File: config.mk
export PLATFORM = sky130hd
export DESIGN_NAME = pp_front
export DESIGN_NICKNAME = d
export VERILOG_FILES = /design/src/sv/pp_pkg.sv /design/src/sv/pp_front.sv
export SDC_FILE = /design/constraint.sdc
export NUM_CORES = 1
export LEC_CHECK = 0
export BUFFER_PORTS_ARGS = -buffer_cell sky130_fd_sc_hd__buf_2
export CAP_MARGIN = 20
export CORE_MARGIN = 10
export CORE_UTILIZATION = 40
export CTS_BUF_LIST = sky130_fd_sc_hd__clkbuf_16
export DETAILED_ROUTE_END_ITERATION = 10
export PLACE_DENSITY = 0.67
export SLEW_MARGIN = 20
export SYNTH_ARGS = -nofsm -noshare
export SYNTH_HDL_FRONTEND = slang
export SYNTH_SLANG_ARGS = --single-unit
File: constraint.sdc
create_clock -name clk -period 13.6 [get_ports clk]
set_input_delay 2.72 -clock clk [delete_from_list [all_inputs] [get_ports clk]]
set_output_delay 2.72 -clock clk [all_outputs]
set_load 0.03 [all_outputs]
File: src/sv/pp_pkg.sv
// shared types, constants and the arctangent table for the pure pursuit steering block
// no dependencies
package pp_pkg;

  localparam int MaxWaypoints = 256;
  localparam int IdxCapInt    = ((MaxWaypoints - 1) > 255) ? 255 : (MaxWaypoints - 1);
  localparam logic [7:0] IdxCap = 8'(IdxCapInt);

  localparam int QDepth = 2;
  localparam int QPtrW  = $clog2(QDepth);
  localparam int QCntW  = $clog2(QDepth + 1);

  // angles in units of 2^-28 rad
  localparam logic signed [32:0] PiA     = 33'sd843314857;
  localparam logic signed [32:0] HalfPiA = 33'sd421657428;
  localparam logic signed [32:0] TwoPiA  = 33'sd1686629714;
  localparam logic signed [33:0] InvKQ30 = 34'sd652032874;
  localparam logic [4:0]         CordLast = 5'd27;

  // configuration register indexes
  localparam int CfgIdxW = 2;
  localparam logic [CfgIdxW-1:0] CFG_HORIZON   = 2'd0;
  localparam logic [CfgIdxW-1:0] CFG_WHEELBASE = 2'd1;
  localparam logic [CfgIdxW-1:0] CFG_STOP_DIST = 2'd2;

  localparam logic [23:0] HorizonRst   = 24'd393216;
  localparam logic [19:0] WheelbaseRst = 20'd122421;
  localparam logic [19:0] StopDistRst  = 20'd32768;

  typedef struct packed {
    logic signed [31:0] wp_x;
    logic signed [31:0] wp_y;
    logic signed [15:0] wp_speed;
    logic               last_point;
    logic signed [31:0] veh_x;
    logic signed [31:0] veh_y;
    logic signed [15:0] quat_x;
    logic signed [15:0] quat_y;
    logic signed [15:0] quat_z;
    logic signed [15:0] quat_w;
  } item_t;

  typedef struct packed {
    logic        valid;
    logic        last;
    item_t       item;
  } q_head_t;

  typedef struct packed {
    logic [23:0] horizon;
    logic [19:0] wheelbase;
    logic [19:0] stop_distance;
  } cfg_t;

  function automatic logic [27:0] atan_tab(input logic [4:0] i);
    logic [27:0] v;
    case (i)
      5'd0:  v = 28'd210828714;
      5'd1:  v = 28'd124459457;
      5'd2:  v = 28'd65760959;
      5'd3:  v = 28'd33381290;
      5'd4:  v = 28'd16755422;
      5'd5:  v = 28'd8385879;
      5'd6:  v = 28'd4193963;
      5'd7:  v = 28'd2097109;
      5'd8:  v = 28'd1048571;
      5'd9:  v = 28'd524287;
      5'd10: v = 28'd262144;
      5'd11: v = 28'd131072;
      5'd12: v = 28'd65536;
      5'd13: v = 28'd32768;
      5'd14: v = 28'd16384;
      5'd15: v = 28'd8192;
      5'd16: v = 28'd4096;
      5'd17: v = 28'd2048;
      5'd18: v = 28'd1024;
      5'd19: v = 28'd512;
      5'd20: v = 28'd256;
      5'd21: v = 28'd128;
      5'd22: v = 28'd64;
      5'd23: v = 28'd32;
      5'd24: v = 28'd16;
      5'd25: v = 28'd8;
      5'd26: v = 28'd4;
      5'd27: v = 28'd2;
      default: v = 28'd0;
    endcase
    return v;
  endfunction

endpackage

File: src/sv/pp_front.sv
// front end: accepts waypoint requests into a short queue and tags path ends
// depends on pp_pkg
module pp_front (
  input  logic             clk,
  input  logic             rst_n,
  input  logic             in_valid,
  output logic             in_ready,
  input  pp_pkg::item_t    in_item,
  input  logic             pop,
  output pp_pkg::q_head_t  head
);
  import pp_pkg::*;

  item_t             mem_r [QDepth];
  logic [QPtrW-1:0]  wr_ptr_r, wr_ptr_nxt, rd_ptr_r, rd_ptr_nxt;
  logic [QCntW-1:0]  cnt_r, cnt_nxt;
  logic              push, do_pop;

  assign in_ready = (cnt_r != QCntW'(QDepth));
  assign push     = in_valid && in_ready;
  assign do_pop   = pop && (cnt_r != '0);

  // pointer and fill bookkeeping
  always_comb begin
    wr_ptr_nxt = wr_ptr_r;
    rd_ptr_nxt = rd_ptr_r;
    cnt_nxt    = cnt_r;
    if (push) begin
      wr_ptr_nxt = (wr_ptr_r == QPtrW'(QDepth - 1)) ? '0 : wr_ptr_r + 1'b1;
    end
    if (do_pop) begin
      rd_ptr_nxt = (rd_ptr_r == QPtrW'(QDepth - 1)) ? '0 : rd_ptr_r + 1'b1;
    end
    if (push && !do_pop) begin
      cnt_nxt = cnt_r + 1'b1;
    end else if (!push && do_pop) begin
      cnt_nxt = cnt_r - 1'b1;
    end
  end

  always_ff @(posedge clk) begin
    if (!rst_n) begin
      wr_ptr_r <= '0;
      rd_ptr_r <= '0;
      cnt_r    <= '0;
    end else begin
      wr_ptr_r <= wr_ptr_nxt;
      rd_ptr_r <= rd_ptr_nxt;
      cnt_r    <= cnt_nxt;
    end
    if (push) begin
      mem_r[wr_ptr_r] <= in_item;
    end
  end

  // head of queue with its path-end tag
  always_comb begin
    head.valid = (cnt_r != '0);
    head.item  = mem_r[rd_ptr_r];
    head.last  = mem_r[rd_ptr_r].last_point;
  end

endmodule

==> impl_metrics.csv, run 1 <==
group,metric,value,unit
global_route,grt_pass1_vias,8510,
critical_path,slowest_stage,"buf_4",
drt,wl_per_cell,21.4,µm
die,dieArea,47700,µm²
cts,path_clk_slew,0.06,ns
die,die-height,218,µm
power,combPwrFrac,30.1,%
sta,finalSetupTns,0,ns
placement,io_buffers,424,
yosys,synth_cell_types,22,
critical_path,r2r_start,"cnt_r[0]$_SDFFE_PN0P_",
cts,post-cts-setup-buffers,0,
yosys,synth_ff_type,"edfxtp_1",
power,power_frac_clock,27.6,%
die,io-pin-count,425,
cts,cts_tree,"built",
global_route,grt.total_usage,14.3,%
power,ir_drop,156,µV
yosys,synth_area_leaders,"edfxtp_1 80%, mux2_4 9.5%, mux2_2 7.8%, buf_8 0.95%, dfxtp_1 0.64%",
placement,gp_routability_congestion,0.842,
drt,first_iter_violations,436,
global_route,overflow,0,
die,core-area,38800,µm²
drt,route.detailed.drc,0,
yosys,synth_edf_count,418,
sta,hold_viol_final,0,
finish,stdcell_area,19700,µm²
cts,cts.path.max_buffers,3,
sta,slew_viol_final,0,
power,p_switching,1290,µW
cts,ctsRootBufferMaster,"clkbuf_16",
critical_path,crit_arrival,3.67,ns
cts,cts_buffers,43,
sta,finalSetupViolCount,0,
power,power.leakage,0.00752,µW
power,powerDensity,203,nW/µm²
yosys,seq_area_frac_synth,80.3,%
drt,via_per_inst,4.72,
yosys,mappedNetlistArea,15800,µm²
sta,grt_setup_unrepaired,"false",
drt,drt-met1-wl,13900,µm
sta,maxSlewHeadroom,31.0,%
power,p_sw_share,32.2,%
critical_path,cp_common_cell,"buf_4",
finish,nNetsFinal,1342,
die,dieWidth,218,µm
finish,synthToLayoutAreaGrowth,25.1,%
critical_path,cpPeakStageDelay,0.81,ns
drt,highest_layer,"met5",
yosys,avgSynthCellArea,23.3,µm²
placement,dpl-instance-area,18400,µm²
critical_path,critPathKind,"reg2out",
outcome,outcome,"completed",
global_route,grt_max_degree,88,
die,std_cell_rows,72,
yosys,yosysWarnings,0,
power,internal_power,2720,µW
yosys,async_flop_share,0,%
critical_path,critPathCaptureType,"output port",
drt,vias,7936,
critical_path,worst_ep_required_time,10.88,ns
sta,tightestPinTransition,1.03,ns
sta,fin_crit,6.39,ns
drt,firstDrtPassIters,5,
cts,ctsResizeCount,0,
drt,dr_wl_met3,3680,µm
cts,clock_latency,0.54,ns
cts,h-tree-depth,2,
placement,dp_hpwl,25400,µm
sta,period_share,47.0,%
finish,drive_gt1_share,60.7,%
min_path,min_from,"cnt_r[1]$_SDFFE_PN0P_",
finish,final_util,50.8,%
sta,fin_skew,0.00832,ns
drt,finalWirelength,36000,µm
sta,maxClockFrequency,156,MHz
drt,antenna_left,0,
job,max_cap_viol_count,0,
drt,wl_met2,17700,µm
critical_path,cp_max_fo,61,
yosys,synth_area_leader_cell,"edfxtp_1",
critical_path,crit_chain,"buf_4 > buf_4 > mux2_2 > buf_2",
global_route,antenna_found_initial,10,
cts,cts_hold_buf,0,
yosys,synth_nets,889,
yosys,synth_commonest_cells,"418 x edfxtp_1, 109 x mux2_2, 100 x mux2_4, 10 x buf_2, 10 x buf_8",
critical_path,setup.worst_path.start_class,"register",
yosys,netlist_instances,675,
yosys,yosysMostFrequentCell,"edfxtp_1",
cts,clock-sinks,423,
die,start_util,40.6,%
power,seqPwrFrac,42.2,%
global_route,grt_pass1_wl,52100,µm
yosys,synth-seq-cells,423,
min_path,min_path_type,"reg2reg",
yosys,synth_top_area_share,79.7,%
-- cell type report --
cell class | instances | area (µm²)
Clock inverter | 31 | 211
Tap cell | 518 | 648
Fill cell | 3160 | 19100
Inverter | 1 | 11.3
Clock buffer | 45 | 1130
Multi-Input combinational cell | 227 | 2870
Antenna cell | 5 | 12.5
Timing Repair Buffer | 432 | 2180
Sequential cell | 423 | 12700
-- layer usage --
layer  GRT usage, %  vias to the layer above
li1               -                     3608
met5              0                        -
met1           16.9                     3926
met3           5.68                       54
met4           4.95                       10
met2           23.3                      338
-- flip-flops by register name (all words and copies together) (netlist names), named ones only --
name	count
cnt_r	2
mem_r	418
rd_ptr_r	1
wr_ptr_r	1
-- per-stage QoR --
step / cells / hold slack, ns / power (µW) / worst slack (ns)
CTS: 1677 / 0.538 / 4070 / 7.12
global placement: 1601 / 0.512 / 2940 / 7.83
finish: 1682 / 0.529 / 4010 / 7.21
floorplan: 675 / 0.486 / 2650 / 5.46
detailed placement: 1601 / 0.532 / 2950 / 7.73
global route: 1679 / 0.558 / 4170 / 7.01
-- critical path: cells and delay by family, from the launching register on --
family                 cells  cell delay (ns)
buffers and inverters      3             1.77
DFF                        1             0.77
muxes                      1             0.42
-- final timing paths --
kind | end | slack [ns] | cells after the start
worst min register to register | cnt_r[1]$_SDFFE_PN0P_ | 0.53 | 2
worst max-delay path | head[35] | 7.21 | 4
worst min-delay path | cnt_r[1]$_SDFFE_PN0P_ | 0.53 | 2
worst max register to register | mem_r[1][88]$_DFFE_PP_ | 10.58 | 4
-- placed cells by master, fill, tap and decap left out, drive strengths merged, types with 3 or more instances in the layout --
cell type / Yosys / routed
and2: 4 / 4
buf: 24 / 432
bufinv: 0 / 3
clkbuf: 0 / 45
clkinv: 0 / 15
dfxtp: 5 / 5
diode: 0 / 5
edfxtp: 418 / 418
inv: 1 / 12
mux2: 209 / 209
-- power by group through the flow --
stage | Sequential (µW) | Clock (µW) | Combinational (µW)
after floorplan | 1720 | 0 | 932
after global placement | 1720 | 0 | 1220
after detailed placement | 1720 | 0 | 1230
after CTS | 1700 | 1140 | 1230
after global routing | 1710 | 1190 | 1280
final | 1690 | 1110 | 1210
-- cells by family (layout without fill, tap and decap cells) --
group / count (synthesis) / count (layout) / share of synthesized area (%)
DFF: 423 / 423 / 80.3
muxes: 209 / 209 / 17.3
buffers and inverters: 25 / 509 / 1.53
and+or+nand+nor: 9 / 9 / 0.365
AOI/OAI and AO/OA: 5 / 5 / 0.222
xor gates and xnor gates: 3 / 3 / 0.167
adders and majority gates: 1 / 1 / 0.0794
other: 0 / 5 / 0
(Power assumes the default switching activity.)
==> run 2, diff against run 1 <==
==> constraint.sdc (replaced) <==
create_clock -name clk -period 6.55 [get_ports clk]
set_input_delay 1.31 -clock clk [delete_from_list [all_inputs] [get_ports clk]]
set_output_delay 1.31 -clock clk [all_outputs]
set_load 0.03 [all_outputs]
==> impl_metrics.csv, run 2 (synthesis gave the netlist of run 1 again) <==
group,metric,value,unit
die,std_cell_rows,72,
sta,hold_viol_final,0,
cts,cts.path.max_buffers,3,
sta,grt_setup_unrepaired,"false",
drt,first_iter_violations,479,
min_path,min_path_type,"reg2reg",
finish,top_register,"mem_r",
sta,slew_viol_final,0,
critical_path,worst_ep_required_time,5.24,ns
sta,finalSetupTns,0,ns
cts,clock-sinks,423,
die,core-area,38800,µm²
critical_path,slowest_stage,"dfxtp_4",
finish,synthToLayoutAreaGrowth,25.0,%
die,io-pin-count,425,
drt,firstDrtPassIters,4,
sta,finalSetupViolCount,0,
critical_path,setup.worst_path.start_class,"register",
finish,seqCellArea,12700,µm²
global_route,grt.total_usage,14.4,%
power,ir_drop,253,µV
critical_path,cp_max_fo,120,
sta,fin_crit,4.16,ns
global_route,antenna_found_initial,17,
sta,tightestPinTransition,0.994,ns
placement,gp_routability_congestion,0.764,
global_route,grt_max_degree,122,
sta,maxSlewHeadroom,33.7,%
die,dieArea,47700,µm²
placement,place_ws,2.98,ns
sta,maxClockFrequency,240,MHz
min_path,holdPathStages,2,
cts,post-cts-setup-buffers,0,
drt,finalWirelength,35600,µm
finish,nNetsFinal,1340,
finish,layout.cells.most_common,"buf_2",
power,powerDensity,419,nW/µm²
job,max_cap_viol_count,0,
critical_path,cpPeakStageDelay,0.89,ns
drt,antenna_left,0,
cts,cts_tree,"built",
cts,clock_latency,0.55,ns
power,power.leakage,0.00749,µW
die,die-height,218,µm
global_route,grt_pass1_wl,52300,µm
placement,dp_hpwl,24700,µm
finish,fillers,3205,
critical_path,crit_arrival,2.85,ns
drt,via_per_inst,4.67,
sta,period_share,63.5,%
cts,ctsRootBufferMaster,"clkbuf_16",
critical_path,worst_r2r_path_depth,4,
finish,multi_input_area,2870,µm²
drt,vias,7872,
global_route,grt_pass1_vias,8595,
cts,cts_buffers,44,
outcome,outcome,"completed",
drt,wl_per_cell,21.1,µm
drt,route.detailed.drc,0,
cts,h-tree-depth,2,
finish,mostFrequentLayoutCells,"424 x buf_2, 418 x edfxtp_1, 109 x mux2_2",
sta,finalWorstSetupSlack,2.39,ns
sta,fin_skew,0.00840,ns
die,start_util,40.6,%
critical_path,crit_chain,"buf_12 > mux2_2 > buf_2",
global_route,overflow,0,
cts,ctsResizeCount,0,
placement,io_buffers,424,
finish,largest_reg_flops,418,
critical_path,critPathKind,"reg2out",
cts,cts_hold_buf,0,
finish,drive_gt1_share,60.5,%
finish,largestRegisters,"mem_r (418), cnt_r (2)",
die,dieWidth,218,µm
cts,path_clk_slew,0.06,ns
critical_path,critPathCaptureType,"output port",
[run 2: changes by cell type in the layout (fill, tap and decap cells not counted), sizes merged]
cell	change
diode	+7
clkinv	+4
buf	-3
bufinv	-2
clkinvlp	-1
inv	-1
[run 2: power breakdown]
part           switching, µW  internal [µW]  leakage, µW  total (µW)
clock network            959           1280     0.000670        2240
registers                132           3390      0.00395        3520
logic                   1580            911      0.00287        2490
[run 2: final cells by class]
cell class / instances / area share [%]
well taps: 518 / 3.29
inverters: 1 / 0.0572
multi-input cells: 227 / 14.5
clock buffers: 45 / 5.72
flip-flops and latches: 423 / 64.2
clock inverters: 31 / 0.838
diodes: 12 / 0.152
repair buffers: 429 / 11.2
[run 2: metal layers]
layer / routed length (µm) / vias to the layer above / global-route usage (%) / share of wire [%]
met1: 13500 / 3872 / 16.5 / 38
li1: - / 3613 / - / -
met5: 67 / - / 0 / 0.19
met2: 17600 / 316 / 23.2 / 49
met3: 3670 / 61 / 6.08 / 10
met4: 796 / 10 / 6.27 / 2.2
[run 2: worst max-delay path: cells and delay by family, from the launching register on]
family | cells | cell delay (ns)
mux | 1 | 0.42
buf+inv | 2 | 0.70
flops | 1 | 0.89
[run 2: through the flow]
step	power (µW)	area (µm²)	hold slack, ns	utilization (%)	instances
CTS	8370	19700	0.555	50.7	1674
detailed placement	6110	18400	0.547	47.3	1598
finish	8250	19700	0.562	50.7	1686
global route	8590	19700	0.590	50.7	1683
floorplan	5490	15800	0.486	-	675
global placement	6090	18400	0.501	47.3	1598
[run 2: worst paths after layout]
path | from | endpoint | slack [ns]
min | cnt_r[1]$_SDFFE_PN0P_ | cnt_r[1]$_SDFFE_PN0P_ | 0.56
max | register | head[190] | 2.39
min reg2reg | cnt_r[1]$_SDFFE_PN0P_ | cnt_r[1]$_SDFFE_PN0P_ | 0.56
max reg2reg | cnt_r[0]$_SDFFE_PN0P_ | mem_r[0][93]$_DFFE_PP_ | 3.99
